### src/hdl/efws_pkg.sv
// efws_pkg: shared widths, constants and controller state type for the
// earliest free worker scheduler; no dependencies
`default_nettype none

package efws_pkg;

  localparam int TIME_W          = 63;
  localparam int DUR_W           = 31;
  localparam int WIDX_W          = 6;
  localparam int CFG_W           = 7;
  localparam int DEF_MAX_WORKERS = 64;

  localparam logic [CFG_W-1:0]  CFG_RESET = 7'd64;
  localparam logic [TIME_W-1:0] TIME_MAX  = {TIME_W{1'b1}};

  typedef enum logic [1:0] {
    S_IDLE,
    S_SCAN,
    S_HOLD
  } ctrl_state_t;

endpackage

`default_nettype wire

### src/hdl/efws_ctrl.sv
// efws_ctrl: job acceptance, scan sequencing, result register and free-time
// update issue; depends on efws_pkg
`default_nettype none

module efws_ctrl #(
  parameter int IW = 6
) (
  input  wire logic                        clk,
  input  wire logic                        rst_n,
  input  wire logic                        in_valid,
  output      logic                        in_ready,
  input  wire logic [efws_pkg::DUR_W-1:0]  in_dur,
  output      logic                        inject,
  input  wire logic                        tap_vld,
  input  wire logic [IW-1:0]               tap_idx,
  input  wire logic [efws_pkg::TIME_W-1:0] tap_time,
  output      logic                        out_valid,
  input  wire logic                        out_ready,
  output      logic [efws_pkg::WIDX_W-1:0] out_idx,
  output      logic [efws_pkg::TIME_W-1:0] out_time,
  output      logic                        upd_en,
  output      logic [IW-1:0]               upd_idx,
  output      logic [efws_pkg::DUR_W-1:0]  upd_dur
);

  efws_pkg::ctrl_state_t state_r, state_nxt;

  logic [efws_pkg::DUR_W-1:0]  dur_r, dur_nxt;
  logic [IW-1:0]               res_idx_r, res_idx_nxt;
  logic [efws_pkg::TIME_W-1:0] res_time_r, res_time_nxt;
  logic                        ovld_r, ovld_nxt;
  logic [efws_pkg::WIDX_W-1:0] oidx_r, oidx_nxt;
  logic [efws_pkg::TIME_W-1:0] otime_r, otime_nxt;
  logic                        slot_free;
  logic                        load_out;

  assign slot_free = !ovld_r || out_ready;

  // next state
  always_comb begin
    state_nxt = state_r;
    unique case (state_r)
      efws_pkg::S_IDLE: if (in_valid) state_nxt = efws_pkg::S_SCAN;
      efws_pkg::S_SCAN: if (tap_vld)  state_nxt = efws_pkg::S_HOLD;
      efws_pkg::S_HOLD: if (slot_free) state_nxt = efws_pkg::S_IDLE;
      default:          state_nxt = efws_pkg::S_IDLE;
    endcase
  end

  // outputs
  always_comb begin
    in_ready = 1'b0;
    load_out = 1'b0;
    unique case (state_r)
      efws_pkg::S_IDLE: in_ready = 1'b1;
      efws_pkg::S_SCAN: ;
      efws_pkg::S_HOLD: load_out = slot_free;
      default:          ;
    endcase
  end

  assign inject  = in_ready && in_valid;
  assign upd_en  = load_out;
  assign upd_idx = res_idx_r;
  assign upd_dur = dur_r;

  always_comb begin
    dur_nxt      = inject ? in_dur : dur_r;
    res_idx_nxt  = res_idx_r;
    res_time_nxt = res_time_r;
    if ((state_r == efws_pkg::S_SCAN) && tap_vld) begin
      res_idx_nxt  = tap_idx;
      res_time_nxt = tap_time;
    end
    ovld_nxt  = ovld_r && !out_ready;
    oidx_nxt  = oidx_r;
    otime_nxt = otime_r;
    if (load_out) begin
      ovld_nxt  = 1'b1;
      oidx_nxt  = efws_pkg::WIDX_W'(res_idx_r);
      otime_nxt = res_time_r;
    end
  end

  always_ff @(posedge clk) begin
    if (!rst_n) begin
      state_r <= efws_pkg::S_IDLE;
      ovld_r  <= 1'b0;
    end else begin
      state_r <= state_nxt;
      ovld_r  <= ovld_nxt;
    end
  end

  always_ff @(posedge clk) begin
    dur_r      <= dur_nxt;
    res_idx_r  <= res_idx_nxt;
    res_time_r <= res_time_nxt;
    oidx_r     <= oidx_nxt;
    otime_r    <= otime_nxt;
  end

  assign out_valid = ovld_r;
  assign out_idx   = oidx_r;
  assign out_time  = otime_r;

endmodule

`default_nettype wire

### config.mk
export PLATFORM = sky130hd
export DESIGN_NAME = efws_ctrl
export DESIGN_NICKNAME = d
export VERILOG_FILES = /design/src/hdl/efws_pkg.sv /design/src/hdl/efws_ctrl.sv
export SDC_FILE = /design/constraint.sdc
export NUM_CORES = 1
export LEC_CHECK = 0
export ABC_AREA = 1
export CAP_MARGIN = 20
export CORE_UTILIZATION = 66
export CTS_BUF_LIST = sky130_fd_sc_hd__clkbuf_4 sky130_fd_sc_hd__clkbuf_8 sky130_fd_sc_hd__clkbuf_16
export DETAILED_ROUTE_END_ITERATION = 16
export DONT_BUFFER_PORTS = 1
export PLACE_DENSITY_LB_ADDON = 0.1
export SLEW_MARGIN = 5
export SYNTH_ARGS = -nofsm -noshare
export SYNTH_HDL_FRONTEND = slang
export SYNTH_SLANG_ARGS = --single-unit
### constraint.sdc
create_clock -name clk -period 8.3 [get_ports clk]
set_input_delay 0.415 -clock clk [delete_from_list [all_inputs] [get_ports clk]]
set_output_delay 0.415 -clock clk [all_outputs]
set_load 0.02 [all_outputs]
==> results of run 1 <==
[cells in the mapped netlist, drive strengths merged]
| master | count |
|---|---|
| a21oi | 2 |
| dfxtp | 3 |
| edfxtp | 169 |
| inv | 5 |
| nand2 | 2 |
| nand3 | 1 |
| nand3b | 1 |
| nor2 | 3 |
| nor3 | 1 |
| o21a | 1 |
[cells by family after synthesis]
group / count (synthesis) / synth area share (%)
AOI/OAI and AO/OA: 3 / 0.336
DFF: 172 / 98.5
buffers and inverters: 5 / 0.360
and+or+nand+nor: 8 / 0.840
[stage by stage]
| stage | hold slack, ps | worst slack (ps) | area [um^2] |
|---|---|---|---|
| detailed placement | 405 | 6220 | 5370 |
| global placement | 400 | 6290 | 5370 |
| floorplan | 400 | 2140 | 5220 |
==> run_summary.xml, run 1 <==
<?xml version="1.0" encoding="UTF-8"?>
<metrics>
  <group name="status">
    <metric name="run_status" unit="">did not finish</metric>
    <metric name="stopping_stage" unit="">clock tree synthesis</metric>
    <metric name="toolErrorMsg" unit="">[ERROR DPL-0033] detailed placement checks failed during check placement.</metric>
  </group>
  <group name="clock_network">
    <metric name="clk_path_buf_depth" unit="">2</metric>
    <metric name="cts_root_cell" unit="">clkbuf_8</metric>
    <metric name="hold_buffer_count_at_cts" unit="">100</metric>
    <metric name="ctsResizeCount" unit="">0</metric>
    <metric name="clock-sinks" unit="">172</metric>
    <metric name="cts-htree-levels" unit="">4</metric>
    <metric name="cts_post_setup_buffers_inserted" unit="">0</metric>
    <metric name="cts_buffers" unit="">17</metric>
  </group>
  <group name="floorplan">
    <metric name="starting_density_of_the_core" unit="%">67.8</metric>
    <metric name="ios" unit="">215</metric>
    <metric name="chipHeight" unit="um">90.9</metric>
    <metric name="row_count" unit="">32</metric>
    <metric name="die_w" unit="um">90.9</metric>
  </group>
  <group name="synthesis">
    <metric name="synthesis_warnings" unit="">0</metric>
    <metric name="synthesized_net_count" unit="">293</metric>
    <metric name="synth-seq-area-share" unit="%">98.5</metric>
    <metric name="yosys.cell_types.count" unit="">10</metric>
    <metric name="synth.cell_area" unit="mm^2">0.00522</metric>
    <metric name="synthDominantAreaCellType" unit="">edfxtp_1</metric>
    <metric name="yosysTopAreaCellShare" unit="%">97.3</metric>
    <metric name="syn-instance-count" unit="">188</metric>
    <metric name="yosys-top-cells-area" unit="">edfxtp_1 97%, dfxtp_1 1.2%, inv_1 0.36%, nor2_2 0.36%, a21oi_1 0.19%</metric>
    <metric name="syn_avg_cell_area" unit="um^2">27.7</metric>
    <metric name="ys_seq_elements" unit="">172</metric>
  </group>
  <group name="placement">
    <metric name="place.detailed.instances" unit="">293</metric>
    <metric name="port_buffers" unit="">0</metric>
    <metric name="place.detailed.hpwl" unit="mm">5.49</metric>
    <metric name="routability_congestion" unit="">0.722</metric>
  </group>
</metrics>
==> inputs of run 2 (changes only) <==
- CORE_UTILIZATION: 66 -> 40
- CTS_BUF_LIST: sky130_fd_sc_hd__clkbuf_4 sky130_fd_sc_hd__clkbuf_8 sky130_fd_sc_hd__clkbuf_16 -> unset
- PLACE_DENSITY_LB_ADDON: 0.1 -> 0.15
==> run 2 against run 1 <==
The flow now finishes without violations. Synthesized cell count is the same. Synthesized area is the same.
==> run_summary.xml, run 2 <==
<?xml version="1.0" encoding="UTF-8"?>
<metrics>
  <group name="status">
    <metric name="run_status" unit="">complete, no violations</metric>
  </group>
  <group name="floorplan">
    <metric name="chipHeight" unit="um">116</metric>
    <metric name="starting_density_of_the_core" unit="%">41.2</metric>
    <metric name="core_area" unit="mm^2">0.0127</metric>
    <metric name="ios" unit="">215</metric>
    <metric name="die_area" unit="mm^2">0.0135</metric>
    <metric name="row_count" unit="">41</metric>
    <metric name="die_w" unit="um">116</metric>
  </group>
  <group name="drt">
    <metric name="vias_per_cell" unit="">4.55</metric>
    <metric name="route.detailed.wl_per_inst" unit="um">21.0</metric>
    <metric name="antenna_left" unit="">0</metric>
    <metric name="wirelength" unit="mm">8.28</metric>
    <metric name="drt-initial-drc-count" unit="">157</metric>
    <metric name="dr.pass1.iters" unit="">4</metric>
    <metric name="overall_via_count_from_detail_route" unit="">1797</metric>
    <metric name="drc" unit="">0</metric>
  </group>
  <group name="worst_setup_path">
    <metric name="critical_path.max_fanout" unit="">42</metric>
    <metric name="worstPathCellList" unit="">nand3_1 -&gt; inv_2 -&gt; buf_4</metric>
    <metric name="critPathMaxStageDelay" unit="ps">550</metric>
    <metric name="cp_launch_type" unit="">flop</metric>
    <metric name="critical_path.top_delay_family" unit="">buffers and inverters</metric>
    <metric name="cp_num_cells" unit="">3</metric>
    <metric name="critPathRequiredTime" unit="ps">8360</metric>
    <metric name="critPathSlowestCell" unit="">buf_4</metric>
    <metric name="critPathKind" unit="">reg2reg</metric>
    <metric name="worstPathArrival" unit="ps">2080</metric>
    <metric name="combined_buffer_and_inverter_count_along_the_critical_path" unit="">2</metric>
    <metric name="crit_path_end_kind" unit="">flop</metric>
    <metric name="worst-r2r-cell-count" unit="">3</metric>
  </group>
  <group name="sta">
    <metric name="clock_skew" unit="ps">11.5</metric>
    <metric name="maxSlewHeadroom" unit="%">58.8</metric>
    <metric name="unrepaired_setup_endpoints_after_global_routing" unit="">no</metric>
    <metric name="timing_max_transition_violations_final" unit="">0</metric>
    <metric name="layout_setup_ws" unit="ps">6280</metric>
    <metric name="final_hold_viol_count" unit="">0</metric>
    <metric name="post-route-period-util" unit="%">24.4</metric>
    <metric name="worst_slew_pin_slew" unit="ps">618</metric>
    <metric name="fin_setup_tns" unit="ps">0</metric>
    <metric name="period_needed" unit="ps">2020</metric>
    <metric name="finalSetupViolCount" unit="">0</metric>
    <metric name="max_freq" unit="GHz">0.495</metric>
  </group>
  <group name="synthesis">
    <metric name="synthArstFlopShare" unit="%">0</metric>
    <metric name="synthesis_warnings" unit="">0</metric>
    <metric name="ys_seq_elements" unit="">172</metric>
    <metric name="synth_most_common_cell" unit="">edfxtp_1</metric>
    <metric name="post_synth_most_frequent_cells" unit="">169 x edfxtp_1, 5 x inv_1, 3 x dfxtp_1, 3 x nor2_2</metric>
    <metric name="syn_avg_cell_area" unit="um^2">27.7</metric>
    <metric name="synth-main-ff-cell" unit="">edfxtp_1</metric>
    <metric name="synth.cell_area" unit="mm^2">0.00522</metric>
    <metric name="syn-instance-count" unit="">188</metric>
    <metric name="synth-seq-area-share" unit="%">98.5</metric>
    <metric name="yosys-top-cells-area" unit="">edfxtp_1 97%, dfxtp_1 1.2%, inv_1 0.36%, nor2_2 0.36%, a21oi_1 0.19%</metric>
    <metric name="synthDominantAreaCellType" unit="">edfxtp_1</metric>
    <metric name="synthesized_net_count" unit="">293</metric>
    <metric name="yosysTopAreaCellShare" unit="%">97.3</metric>
    <metric name="yosys.cell_types.count" unit="">10</metric>
    <metric name="synth_edf_count" unit="">169</metric>
  </group>
  <group name="flow_run">
    <metric name="maxCapViolations" unit="">0</metric>
  </group>
  <group name="clock_network">
    <metric name="cts-htree-levels" unit="">4</metric>
    <metric name="cts_tree" unit="">done</metric>
    <metric name="cts_post_setup_buffers_inserted" unit="">0</metric>
    <metric name="ctsResizeCount" unit="">0</metric>
    <metric name="clk_path_buf_depth" unit="">2</metric>
    <metric name="cts_buffers" unit="">17</metric>
    <metric name="cts_root_cell" unit="">clkbuf_16</metric>
    <metric name="clk_pin_slew" unit="ps">60</metric>
    <metric name="hold_buffer_count_at_cts" unit="">0</metric>
    <metric name="clock-sinks" unit="">172</metric>
    <metric name="clk-insertion-delay-late" unit="ps">420</metric>
  </group>
  <group name="cells_and_area">
    <metric name="layout-drive-gt1-share" unit="%">16.6</metric>
    <metric name="n_antenna_cell" unit="">0</metric>
    <metric name="flow.area_growth_from_synthesis" unit="%">17.2</metric>
    <metric name="layout.nets" unit="">316</metric>
    <metric name="instances_no_fill" unit="">395</metric>
    <metric name="layout.cells.most_common" unit="">edfxtp_1</metric>
    <metric name="multi_input_comb_area" unit="um^2">66.3</metric>
    <metric name="layout.cell_area.non_filler" unit="mm^2">0.00611</metric>
    <metric name="filler_instances" unit="">1023</metric>
    <metric name="ff_latch_area" unit="mm^2">0.00513</metric>
    <metric name="mostFrequentLayoutCells" unit="">169 x edfxtp_1, 17 x clkbuf_16, 5 x bufinv_16</metric>
  </group>
  <group name="placement">
    <metric name="routability_congestion" unit="">0.691</metric>
    <metric name="placed_cell_area" unit="mm^2">0.00546</metric>
    <metric name="pre_cts_slack" unit="ps">6140</metric>
    <metric name="place.detailed.instances" unit="">363</metric>
    <metric name="place.detailed.hpwl" unit="mm">5.72</metric>
    <metric name="port_buffers" unit="">0</metric>
  </group>
  <group name="power">
    <metric name="pwr_density_cell" unit="mW/mm^2">305</metric>
    <metric name="worst_ir_drop_vdd" unit="mV">0.148</metric>
    <metric name="power_leakage" unit="nW">1.95</metric>
  </group>
  <group name="global_routing">
    <metric name="grt_pass1_vias" unit="">1816</metric>
    <metric name="overflow" unit="">0</metric>
    <metric name="grt_use_total" unit="%">12.3</metric>
    <metric name="pin_count_of_the_biggest_net_entering_global_routing" unit="">43</metric>
    <metric name="antenna_found_initial" unit="">0</metric>
    <metric name="first_pass_grt_wire_length" unit="mm">11.0</metric>
  </group>
  <group name="hold_path">
    <metric name="min-delay-path-class" unit="">in2reg</metric>
    <metric name="timing.hold.worst_path_depth" unit="">0</metric>
  </group>
</metrics>
==> run 2: cell counts after synthesis <==
Identical to the previous run, type by type.
==> run 2: worst register-to-register path, cell delays in order, from the launching register on <==
cell	delay, ps
dfxtp_1	440
nand3_1	140
inv_2	470
buf_4	570
==> run 2: kinds of logic (layout without fill, tap and decap cells) <==
family | Yosys count | count (layout) | synth area share, %
buffers and inverters | 5 | 40 | 0.360
flip-flops | 172 | 172 | 98.5
AO/OA/AOI/OAI | 3 | 3 | 0.336
AND/OR/NAND/NOR | 8 | 8 | 0.840
==> run 2: metal layers <==
metal | track usage (%) | vias to the layer above | wire (um)
met1 | 12.3 | 875 | 2940
met5 | 0 | - | 0
met3 | 7.68 | 10 | 855
met4 | 7.69 | 0 | 148
met2 | 19.4 | 117 | 4330
li1 | - | 795 | -
==> run 2: layout make-up <==
cell class	instances	share of cell area (%)
clock buffers	18	7.02
flip-flops and latches	172	84.0
clock inverters	13	3.23
well taps	172	3.52
multi-input cells	11	1.08
inverters	5	0.307
repair buffers	4	0.819
==> run 2: final timing paths <==
| path | start | end | slack [ps] |
|---|---|---|---|
| hold / removal | in_dur[10] | upd_dur[10] | 90 |
| setup reg to reg | state_r[0] | res_time_r[19] | 6280 |
| hold reg to reg | res_time_r[56] | out_time[56] | 420 |
| setup / recovery | state_r[0] | res_time_r[19] | 6280 |
==> run 2: per-stage QoR <==
| step | utilization, % | hold slack, ps | power [mW] |
|---|---|---|---|
| 4_1_cts | 48.0 | 65.3 | 1.88 |
| 3_5_place_dp | 43.1 | 405 | 1.06 |
| 3_3_place_gp | 43.1 | 400 | 1.06 |
| 6_report | 48.2 | 87.3 | 1.87 |
| 5_1_grt | 48.2 | 64.4 | 1.92 |
| 2_1_floorplan | - | 400 | 1.05 |
==> run 2: power by group <==
part	total [mW]	internal [mW]	switching [mW]
Sequential	1.02	0.989	0.0307
Combinational	0.0218	0.00390	0.0179
Clock	0.825	0.529	0.295
No activity file was read; power rests on OpenSTA's default activity.
