$ cat src/hdl/efws_pkg.sv
// efws_pkg: shared widths, constants and controller state type for the
// earliest free worker scheduler; no dependencies
`default_nettype none

package efws_pkg;

  localparam int TIME_W          = 63;
  localparam int DUR_W           = 31;
  localparam int WIDX_W          = 6;
  localparam int CFG_W           = 7;
  localparam int DEF_MAX_WORKERS = 64;

  localparam logic [CFG_W-1:0]  CFG_RESET = 7'd64;
  localparam logic [TIME_W-1:0] TIME_MAX  = {TIME_W{1'b1}};

  typedef enum logic [1:0] {
    S_IDLE,
    S_SCAN,
    S_HOLD
  } ctrl_state_t;

endpackage

`default_nettype wire

$ cat src/hdl/efws_cell.sv
// efws_cell: one worker's free time plus one stage of the running-minimum
// chain; depends on efws_pkg
`default_nettype none

module efws_cell #(
  parameter int IDX = 0,
  parameter int IW  = 6
) (
  input  wire logic                        clk,
  input  wire logic                        rst_n,
  input  wire logic [IW-1:0]               tap_idx,
  input  wire logic                        cin_vld,
  input  wire logic [IW-1:0]               cin_idx,
  input  wire logic [efws_pkg::TIME_W-1:0] cin_time,
  output      logic                        cout_vld,
  output      logic [IW-1:0]               cout_idx,
  output      logic [efws_pkg::TIME_W-1:0] cout_time,
  input  wire logic                        upd_en,
  input  wire logic [IW-1:0]               upd_idx,
  input  wire logic [efws_pkg::DUR_W-1:0]  upd_dur
);

  localparam logic [IW-1:0] MY_IDX = IW'(IDX);

  logic [efws_pkg::TIME_W-1:0] free_r, free_nxt;
  logic                        vld_r, vld_nxt;
  logic [IW-1:0]               idx_r, idx_nxt;
  logic [efws_pkg::TIME_W-1:0] time_r, time_nxt;
  logic [efws_pkg::TIME_W:0]   sum;
  logic                        take_own;

  assign sum      = {1'b0, free_r} + {{(efws_pkg::TIME_W-efws_pkg::DUR_W+1){1'b0}}, upd_dur};
  assign take_own = free_r < cin_time;

  always_comb begin
    free_nxt = free_r;
    if (upd_en && (upd_idx == MY_IDX)) begin
      free_nxt = sum[efws_pkg::TIME_W] ? efws_pkg::TIME_MAX : sum[efws_pkg::TIME_W-1:0];
    end
  end

  // pass the candidate on, keeping it only up to the tap cell
  always_comb begin
    vld_nxt  = cin_vld && (MY_IDX <= tap_idx);
    idx_nxt  = take_own ? MY_IDX : cin_idx;
    time_nxt = take_own ? free_r : cin_time;
  end

  always_ff @(posedge clk) begin
    if (!rst_n) begin
      free_r <= '0;
      vld_r  <= 1'b0;
    end else begin
      free_r <= free_nxt;
      vld_r  <= vld_nxt;
    end
  end

  always_ff @(posedge clk) begin
    idx_r  <= idx_nxt;
    time_r <= time_nxt;
  end

  assign cout_vld  = vld_r;
  assign cout_idx  = idx_r;
  assign cout_time = time_r;

endmodule

`default_nettype wire

$ cat config.mk
export PLATFORM = sky130hd
export DESIGN_NAME = efws_cell
export DESIGN_NICKNAME = d
export VERILOG_FILES = /design/src/hdl/efws_pkg.sv /design/src/hdl/efws_cell.sv
export SDC_FILE = /design/constraint.sdc
export NUM_CORES = 1
export LEC_CHECK = 0
export BUFFER_PORTS_ARGS = -buffer_cell sky130_fd_sc_hd__clkbuf_2
export CAP_MARGIN = 40
export CORE_MARGIN = 10
export CORE_UTILIZATION = 55
export DETAILED_ROUTE_END_ITERATION = 7
export GPL_TIMING_DRIVEN = 0
export MAX_ROUTING_LAYER = met4
export PLACE_DENSITY = 0.81
export RECOVER_POWER = 50
export SLEW_MARGIN = 40
export SYNTH_ARGS = -nofsm -noshare
export SYNTH_HDL_FRONTEND = slang
export SYNTH_SLANG_ARGS = --single-unit
$ cat constraint.sdc
create_clock -name clk -period 3.37 [get_ports clk]
set_input_delay 0.5055 -clock clk [delete_from_list [all_inputs] [get_ports clk]]
set_output_delay 0.5055 -clock clk [all_outputs]
set_load 0.05 [all_outputs]
### Yosys cells after proc, flatten, opt, wreduce, memory -nomap -nowiden

Cells that the tools add are included.

| storage, ports and cells | value |
|---|---|
| register bits after elaboration | 133 |
| bits of input ports | 116 |

| cells by class | value |
|---|---|
| add/sub/neg operators | 1 |
| order comparisons | 2 |
| multiplexer cells | 2 |
| reduce and logical (&&, ||, !) cells | 3 |

Operators with widths:

| operator | number |
|---|---|
| $mux W63 | 2 |
| $add A63 B31 Y64 | 1 |
| $lt A63 B63 Y1 | 1 |
| $le A1 B6 Y1 const A | 1 |
| $logic_not A6 Y1 | 1 |
| $logic_and A1 B1 Y1 | 2 |

### Longest topological paths before layout

Gate-level depths: netlist (run 1).

| depth | value |
|---|---|
| depth after elaboration | 2 |
| gate-level depth with buffers | 12 |
| gate-level depth less buffers | 10 |

### Worst setup path before layout (run 1)

No wires, ideal clock.

| timing | value |
|---|---|
| path type | input to register |
| from | in upd_dur[0] (netlist bit) |
| to | reg free_r[40] (netlist bit) |
| library setup time | 120 ps |
| arrival | 2858 ps |
| required time | 3250 ps |
| slack | 392 ps |
| stages on the path | 10 |
| cells stage by stage | ha_1 > fa_1 > a21o_1 > a31oi_1 > nor4b_1 > a211oi_1 > o211a_2 > o41ai_4 > and4b_1 > o31a_1 |

| on the way | value |
|---|---|
| word-level cells in the longest chain between the ends | 2 |

RTL lines:

| element | line | RTL |
|---|---|---|
| start: declaration | efws_cell.sv:20 | `input wire logic [efws_pkg::DUR_W-1:0] upd_dur` |
| $add A63 B31 Y64 | efws_cell.sv:32 | `assign sum = {1'b0, free_r} + {{(efws_pkg::TIME_W-efws_pkg::DUR_W+1){1'b0}}, upd_dur};` |
| $mux W63 | efws_cell.sv:38 | `free_nxt = sum[efws_pkg::TIME_W] ? efws_pkg::TIME_MAX : sum[efws_pkg::TIME_W-1:0];` |
| end signal: assignment | efws_cell.sv:54 | `free_r <= free_nxt;` |
| end: declaration | efws_cell.sv:25 | `logic [efws_pkg::TIME_W-1:0] free_r, free_nxt;` |

No other way between the ends.
A chain may end at the register's enable or synchronous reset.

### Worst setup path in the final report (run 1)

| timing | value |
|---|---|
| from | reg free_r[5] (netlist bit) |
| to | reg time_r (netlist bit cout_time[16]) |

| on the way | value |
|---|---|
| word-level cells in the longest chain between the ends | 2 |

RTL lines:

| element | line | RTL |
|---|---|---|
| $lt A63 B63 Y1 | efws_cell.sv:33 | `assign take_own = free_r < cin_time;` |
| $mux W63 | efws_cell.sv:46 | `time_nxt = take_own ? free_r : cin_time;` |
| via time_nxt, one bit | efws_cell.sv:28 | `logic [efws_pkg::TIME_W-1:0] time_r, time_nxt;` |
| end signal: assignment | efws_cell.sv:61 | `time_r <= time_nxt;` |
| end: declaration | efws_cell.sv:28 |  |

The timed path passes the listed nets, and every way through them passes these cells.

==> impl_metrics.json, run 1 <==
{
  "nFillCells": 1233,
  "grt_antenna_before_repair": 1,
  "cts_inserted_buffers": 17,
  "core_um2": 14640,
  "routedWlPerCell_um": 18.28,
  "cpLargestDelayFamily": "compound AO/OA/AOI/OAI gates",
  "cp_max_fo": 10,
  "cp.arrival_ns": 3.59,
  "dr.first_iter.drc_count": 578,
  "cpPeakStageDelay_ns": 0.48,
  "crit_end": "cout_time[16]",
  "syn-num-nets": 1136,
  "postLayoutCoreUtil": 0.6822,
  "synth_top_family_by_area": "compound AO/OA/AOI/OAI gates",
  "die_area_um2": 20370,
  "grtUsageTotal": 0.2375,
  "cts.path.max_buffers": 2,
  "synth.top_cell.area_share": 0.3215,
  "worstSetupStartpointType": "flip-flop",
  "ys_seq_area_frac": 0.3215,
  "fmaxAchievable_mhz": 305.7,
  "whs_ns": 0.2765,
  "vias": 7800,
  "setup_viol": 0,
  "ys_seq_elements": 133,
  "grt_pass1_wl_mm": 38.11,
  "pwr_density_cell_nw_per_um2": 381.3,
  "grt_pass1_vias": 7640,
  "synth-xor-area-share": 0.03807,
  "num_rows": 44,
  "post-dp-hpwl_mm": 18.66,
  "power.leakage_nw": 4.725,
  "synth.top_cells.by_count": "dfxtp_1 (133), ha_1 (93), a21oi_1 (85)",
  "finalCritPeriodShare": 0.9707,
  "wl_mm": 24.20,
  "ios": 186,
  "crit_type": "reg2reg",
  "reg2reg_depth": 10,
  "numPortBuffers": 179,
  "yosysTopAreaCell": "dfxtp_1",
  "skew_ns": 0.009523,
  "regToRegSetupSlack_ns": 0.1,
  "drt_pass1_iterations": 5,
  "htree_num_levels": 4,
  "grt_start_max_net_pins": 17,
  "avgSynthCellArea_um2": 8.944,
  "start_util": 0.5655,
  "synth_cell_types": 72,
  "fin_nets": 1336,
  "vdd_drop_max_mv": 0.4322,
  "synth_cells": 926,
  "period_minus_slack_ns": 3.271,
  "r2r-start": "free_r[5]",
  "synth_area_leaders": "dfxtp_1 (32%), ha_1 (14%), mux2_2 (7.9%)",
  "synth_ff_type": "dfxtp_1",
  "rsz0062_at_grt": "no",
  "critPathLaunch": "free_r[5]",
  "gp_congestion": 0.9584,
  "outcome": "completed",
  "r2r-end": "cout_time[16]",
  "crit_path_end_kind": "flip-flop",
  "tightest_slew_ns": 0.7621,
  "overflow": 0,
  "final-hold-violation-count": 0,
  "synth_edf_count": 0,
  "cap_viol_max_count": 0,
  "via_per_inst": 5.891,
  "path_clk_slew_ns": 0.06,
  "slew_violations": 0,
  "die_x_um": 142.7,
  "worstSkewPairLatency_ns": 0.43,
  "hold_class": "in2reg",
  "critPathSlowestCell": "clkbuf_1",
  "ys_warn_count": 0,
  "relSlewSlack": 0.4892,
  "yosys.area_share.adder": 0.1429,
  "area_growth_pct": 20.62,
  "synth-async-reset-ratio": 0,
  "synth_simple_gate_area_frac": 0.1438,
  "cts_tree": "yes",
  "cp.buffers_inverters": 1,
  "drc_errors": 0,
  "ant_nets": 0,
  "crit_cells": 10,
  "critical_path.cell_chain": "ha_1 -> o21ai_0 -> nand2b_1 -> a21oi_1 -> or3_1 -> o221ai_1 -> a31oi_1 -> o21bai_4 -> clkbuf_1 -> mux2_2",
  "cts_root_buffer": "clkbuf_16",
  "total_power_w": 0.003809,
  "netlist_area_um2": 8282,
  "synth_compound_area_frac": 0.2117,
  "synthMostInstantiatedCell": "dfxtp_1",
  "synthMuxAreaShare": 0.08612,
  "required_ns": 3.69,
  "holdBufCountCts": 0,
  "die_h_um": 142.7,
  "drive_gt1_frac": 0.2072,
  "cts_sinks": 133
}
==> final cells by class <==
class                      instances  area (um2)  share of cell area
multi-input combinational        676        5186              0.5192
clock buffer                      18       439.2             0.04396
sequential                       133        2663              0.2665
inverter                          81       304.0             0.03044
clock inverter                    14       176.4             0.01766
buffer                            36       166.4             0.01666
tap                              184       230.2             0.02305
timing repair buffer             181       822.0             0.08229
antenna                            1       2.502           0.0002505
==> cell usage in the layout (no fill, tap or decap), types with 8 or more instances in the layout <==
cell type,netlist,layout
dfxtp_1,133,133
clkbuf_2,0,113
ha_1,93,93
clkbuf_1,25,91
a21oi_1,85,85
inv_1,80,80
mux2_2,58,58
o21ai_0,57,57
nand2_1,41,41
nor2_1,32,32
nand4_1,31,31
a21o_1,29,29
nand3_1,24,24
xor2_1,20,20
clkbuf_16,0,17
nor3_1,16,16
xnor2_1,16,16
a31oi_1,15,15
and2_1,14,14
or3_1,10,10
and3_1,10,10
o21bai_1,10,9
and4_1,8,8
buf_2,7,8
nor4_1,8,8
==> repair_timing <==
action,4_1_cts,5_1_grt
pin swaps,0,1
setup buffers,0,2
endpoints found under the setup margin,19,76
resized for setup,2,12
==> per-layer routing <==
layer  vias to the layer above  wire length, um  global-route usage
li1                       3829                -                   -
met1                      3621            10610              0.2893
met2                       307            11270              0.3853
met3                        43             1749             0.04544
met4                         0              571             0.08469
met5                         -                0                   -
==> logic make-up after synthesis <==
family / after synthesis
adders and majority gates: 94
DFF: 133
xor gates and xnor gates: 36
and+or+nand+nor: 217
muxes: 64
buffers and inverters: 117
AOI/OAI and AO/OA: 265
==> registers in the layout (all words and copies together), names as in the netlist <==
name,count
cout_idx,6
cout_time,63
free_r,63
cout_vld,1
==> worst min path at each step <==
| stage | endpoint | start | cells past startpoint | slack (ns) |
|---|---|---|---|---|
| floorplan | free_r[35] | free_r[35] | 2 | 0.48 |
| global placement | free_r[35] | free_r[35] | 2 | 0.53 |
| detailed placement | cout_time[2] | free_r[2] | 1 | 0.54 |
| CTS | cout_vld | cin_vld | 2 | 0.27 |
| global route | cout_vld | cin_vld | 2 | 0.27 |
| finish | cout_vld | cin_vld | 2 | 0.28 |
==> stage by stage <==
step / instance area [um2] / cells / worst slack, ns / TNS [ns]
2_1_floorplan: 8282 / 926 / 0.3923 / 0
3_3_place_gp: 9408 / 1289 / -0.7408 / -40.76
3_5_place_dp: 9413 / 1289 / -0.4409 / -19.85
4_1_cts: 10030 / 1321 / 0.01046 / 0
5_1_grt: 9990 / 1324 / 0.03353 / 0
6_report: 9990 / 1324 / 0.09887 / 0
==> power by group <==
part	leakage, nW	total [W]	switching [W]	internal [W]
logic	3.37	0.000285	0.000166	0.000119
registers	1.07	0.00158	0.00000422	0.00158
clock network	0.286	0.00194	0.000753	0.00119
total	4.72	0.00381	0.000923	0.00289
No activity file was read; power rests on OpenSTA's default activity.
==> run 2, diff against run 1 <==
BUFFER_PORTS_ARGS = -buffer_cell sky130_fd_sc_hd__buf_2   (was -buffer_cell sky130_fd_sc_hd__clkbuf_2)
CORE_UTILIZATION = 50   (was 55)
PLACE_DENSITY = 0.78   (was 0.81)
clock period = 2.73 ns   (was 3.37 ns; I/O delays follow)
==> impl_metrics.json, run 2 (synthesis results as in run 1) <==
{
  "setup_viol": 75,
  "period_minus_slack_ns": 2.909,
  "grt_pass1_vias": 8072,
  "cts_sinks": 133,
  "relSlewSlack": 0.4408,
  "vdd_drop_max_mv": 0.4354,
  "outcome": "finished with violations",
  "fin_area_um2": 11430,
  "via_per_inst": 5.926,
  "violations": "negative setup slack",
  "die_area_um2": 22110,
  "rsz0062_at_grt": "yes",
  "worstSkewPairLatency_ns": 0.44,
  "hold_class": "in2reg",
  "cts_inserted_buffers": 17,
  "final_cell_mix": "buf_2 (129), dfxtp_1 (114), inv_1 (80)",
  "regToRegSetupSlack_ns": -0.18,
  "cts_root_buffer": "clkbuf_16",
  "num_rows": 46,
  "cp_max_fo": 4,
  "skew_ns": 0.01710,
  "fmaxAchievable_mhz": 343.7,
  "area_growth_pct": 38.04,
  "final_common_cell": "buf_2",
  "pwr_density_cell_nw_per_um2": 400.0,
  "final-hold-violation-count": 0,
  "overflow": 0,
  "htree_num_levels": 4,
  "grt_antenna_before_repair": 0,
  "grt_start_max_net_pins": 17,
  "cts_tree": "yes",
  "grt_pass1_wl_mm": 41.46,
  "gp_congestion": 0.9489,
  "finalCritPeriodShare": 1.066,
  "numPortBuffers": 179,
  "drc_errors": 0,
  "critical_path.cell_chain": "ha_4 -> fa_2 -> a21o_1 -> a31oi_4 -> or4_4 -> o2111a_4 -> o41ai_4 -> buf_6 -> buf_12 -> nand4_1 -> a31oi_1 -> a211oi_1",
  "cpPeakStageDelay_ns": 0.45,
  "core_um2": 16060,
  "fin_setup_tns_ns": -4.516,
  "ant_nets": 0,
  "cap_viol_max_count": 0,
  "tightest_slew_ns": 0.8387,
  "drt_pass1_iterations": 5,
  "routedWlPerCell_um": 20.82,
  "grtUsageTotal": 0.2371,
  "slew_violations": 0,
  "drive_gt1_frac": 0.3186,
  "cts.path.max_buffers": 2,
  "nFillCells": 1214,
  "required_ns": 3.02,
  "path_clk_slew_ns": 0.07,
  "ios": 186,
  "placed_area_um2": 9480,
  "die_x_um": 148.7,
  "dr.first_iter.drc_count": 664,
  "wl_mm": 28.94,
  "cp.arrival_ns": 3.20,
  "holdBufCountCts": 0,
  "worstSetupStartpointType": "flip-flop",
  "power.leakage_nw": 5.200,
  "fin_nets": 1374,
  "layout_setup_ws_ns": -0.1791,
  "start_util": 0.5157,
  "die_h_um": 148.7,
  "insertedDiodeCount": 0,
  "crit_path_end_kind": "flip-flop",
  "post-dp-hpwl_mm": 18.86,
  "vias": 8237,
  "crit_type": "reg2reg",
  "critPathSlowestCell": "or4_4"
}
-- run 2: changes by cell type in the layout (fill, tap and decap cells not counted), sizes merged --
cell      change
inv           -3
clkinv        -1
buf         +169
clkbuf      -124
bufinv        -2
diode         -1
clkinvlp      -4
-- run 2: timing repair --
action	4_1_cts	5_1_grt
pin swaps	33	34
resized for setup	85	155
buffers inserted	25	14
gates cloned	1	7
setup endpoints to repair	132	125
-- run 2: where the power goes --
part | internal [W] | leakage (nW) | switching, W
registers | 0.00194 | 1.08 | 0.00000573
logic | 0.000182 | 3.85 | 0.000244
clock network | 0.00133 | 0.265 | 0.000870
total | 0.00345 | 5.20 | 0.00112
-- run 2: layout make-up --
type	instances	area, um2	area share
sequential	133	2709	0.2369
inverter	81	304.0	0.02660
clock buffer	25	495.5	0.04334
buffer	29	241.5	0.02112
clock inverter	4	47.55	0.004159
tap	216	270.3	0.02364
multi-input combinational	676	5987	0.5237
timing repair buffer	226	1378	0.1205
-- run 2: worst paths after layout --
kind | startpoint | end | depth (start not counted)
worst min-delay path | cin_idx[4] | cout_idx[4] | 2
worst max register to register | free_r[0] | free_r[46] | 12
worst max-delay path | free_r[0] | free_r[46] | 12
worst min register to register | free_r[24] | cout_time[24] | 1
-- run 2: critical path, delay by kind of cell, from the launching register on --
kind                     cells  cell delay, ns
adder cells (fa/ha/maj)      2            0.36
flip-flops                   1            0.36
AO/OA/AOI/OAI                6            1.19
AND/OR/NAND/NOR              2            0.57
buffers and inverters        2            0.30
-- run 2: per-layer routing --
layer | track usage | up-vias | wire length, um
met5 | - | - | 0
met3 | 0.04763 | 76 | 2099
met2 | 0.3854 | 384 | 13810
li1 | - | 3884 | -
met1 | 0.2886 | 3893 | 12140
met4 | 0.07780 | 0 | 888
-- run 2: through the flow --
stage	util	power, W	hold WS, ns	worst slack [ns]	instances
after floorplan	-	0.002196	0.4785	0.004823	926
after global placement	0.5901	0.002336	0.5300	-1.309	1321
after detailed placement	0.5904	0.002342	0.5418	-1.027	1321
after CTS	0.6607	0.004527	0.1864	-0.05973	1375
after global routing	0.7119	0.004696	0.1874	-0.2808	1390
final	0.7119	0.004572	0.1838	-0.1791	1390
==> run 3, diff against run 2 <==
CELL_PAD_IN_SITES_DETAIL_PLACEMENT = 1   (was default)
CELL_PAD_IN_SITES_GLOBAL_PLACEMENT = 2   (was default)
CORE_UTILIZATION = 30   (was 50)
PLACE_DENSITY = default   (was 0.78)
PLACE_DENSITY_LB_ADDON = 0.1   (was default)
==> impl_metrics.json, run 3 (synthesis results as in run 1) <==
{
  "htree_num_levels": 4,
  "grt_start_max_net_pins": 17,
  "pwr_density_cell_nw_per_um2": 417.3,
  "cap_viol_max_count": 0,
  "regArea_um2": 2721,
  "die_h_um": 186.2,
  "finalCritPeriodShare": 1.030,
  "numPortBuffers": 179,
  "pwr-share-seq": 0.402,
  "worstSkewPairLatency_ns": 0.43,
  "net-switching-power_w": 0.001242,
  "path_clk_slew_ns": 0.07,
  "tightest_slew_ns": 0.7526,
  "num_rows": 60,
  "die_x_um": 186.2,
  "ios": 186,
  "outcome": "finished with violations",
  "die_area_um2": 34650,
  "whs_ns": 0.1794,
  "core_um2": 27030,
  "routedWlPerCell_um": 19.97,
  "layout_setup_ws_ns": -0.08182,
  "wl_mm": 30.33,
  "area_growth_pct": 40.13,
  "multi_input_area_um2": 5951,
  "crit_path_end_kind": "flip-flop",
  "total_power_w": 0.004843,
  "violations": "negative setup slack",
  "final_common_cell": "buf_2",
  "start_util": 0.3064,
  "fmaxAchievable_mhz": 355.6,
  "grtUsageTotal": 0.1779,
  "post-dp-hpwl_mm": 22.58,
  "fin_area_um2": 11600,
  "drc_errors": 0,
  "fin_cells": 1519,
  "place_ws_ns": -1.483,
  "final-hold-violation-count": 0,
  "crit_type": "reg2reg",
  "grt_antenna_before_repair": 0,
  "p_clk_frac": 0.511,
  "via_per_inst": 5.189,
  "placed_area_um2": 9637,
  "rsz0062_at_grt": "yes",
  "fin_nets": 1375,
  "cp_max_fo": 6,
  "cp.arrival_ns": 3.16,
  "place_inst": 1446,
  "cts_tree": "yes",
  "power.leakage_nw": 5.191,
  "cts_root_buffer": "clkbuf_16",
  "comb_power_share": 0.087,
  "grt_pass1_wl_mm": 46.87,
  "gp_congestion": 0.8310,
  "dr.first_iter.drc_count": 268,
  "nFillCells": 3133,
  "final_cell_mix": "buf_2 (120), dfxtp_1 (100), inv_1 (80)",
  "cts_inserted_buffers": 17,
  "cts.path.max_buffers": 2,
  "drt_pass1_iterations": 4,
  "worstSetupStartpointType": "flip-flop",
  "swShare": 0.2565,
  "setup_viol": 47,
  "cts_sinks": 133,
  "hold_class": "in2reg",
  "grt_pass1_vias": 8239,
  "required_ns": 3.08,
  "overflow": 0,
  "ant_nets": 0,
  "vdd_drop_max_mv": 0.2770,
  "relSlewSlack": 0.4964,
  "insertedDiodeCount": 0,
  "period_minus_slack_ns": 2.812,
  "drive_gt1_frac": 0.3514,
  "vias": 7882,
  "slew_violations": 0,
  "skew_ns": 0.01345,
  "internal-power_w": 0.003601
}
## run 3: cell types whose count changed in the layout (fill, tap and decap cells not counted), sizes merged
cell,previous run,this run
clkbuf,98,101
bufinv,1,3
inv,80,83
clkinv,3,7
buf,182,174
## run 3: path summary, 6_finish.rpt
check	start	endpoint	slack [ns]	cells past startpoint
setup / recovery	free_r[9]	free_r[54]	-0.08	11
hold / removal	cin_idx[4]	cout_idx[4]	0.18	2
setup reg to reg	free_r[9]	free_r[54]	-0.08	11
hold reg to reg	free_r[24]	cout_time[24]	0.52	1
## run 3: metal layers
layer / part of all wire / wire length, um / track usage
met1: 0.50 / 15210 / 0.2400
met2: 0.44 / 13400 / 0.2692
met3: 0.042 / 1280 / 0.03240
met4: 0.014 / 438 / 0.04386
met5: 0 / 0 / -
## run 3: critical path, stage by stage, from the launching register on
cell and delay, ns:
dfxtp_4 0.35, ha_4 0.29, and4_4 0.25, nand2_4 0.06
or4_4 0.53, o2111a_4 0.21, o41ai_4 0.29, buf_6 0.19
buf_8 0.13, nand3_1 0.10, xor2_1 0.19, a21oi_1 0.13
## run 3: what timing repair did
action | in CTS | in global routing
buffers inserted | 25 | 17
hold buffers | 0 | 0
resized for setup | 122 | 106
endpoints found under the setup margin | 132 | 123
cloned | 4 | 2
pin swaps | 37 | 59
## run 3: area by class of cell
cell class / count / area share
well taps: 341 / 0.03677
clock buffers: 19 / 0.03817
inverters: 81 / 0.02620
clock inverters: 13 / 0.01477
flip-flops and latches: 133 / 0.2345
plain buffers: 30 / 0.02523
repair buffers: 226 / 0.1116
multi-input cells: 676 / 0.5128
## run 3: power by group through the flow
stage | Combinational (W) | Clock (W) | Sequential [W]
6_report | 0.000423 | 0.00247 | 0.00195
5_1_grt | 0.000473 | 0.00264 | 0.00195
4_1_cts | 0.000397 | 0.00255 | 0.00195
3_5_place_dp | 0.000361 | 0 | 0.00200
3_3_place_gp | 0.000359 | 0 | 0.00200
2_1_floorplan | 0.000187 | 0 | 0.00201
## run 3: through the flow
stage               utilization  TNS, ns
detailed placement       0.3566  -123.91
finish                   0.4294   -1.897
CTS                      0.4088  -0.5209
global placement         0.3564  -150.66
floorplan                     -        0
global route             0.4294   -6.054
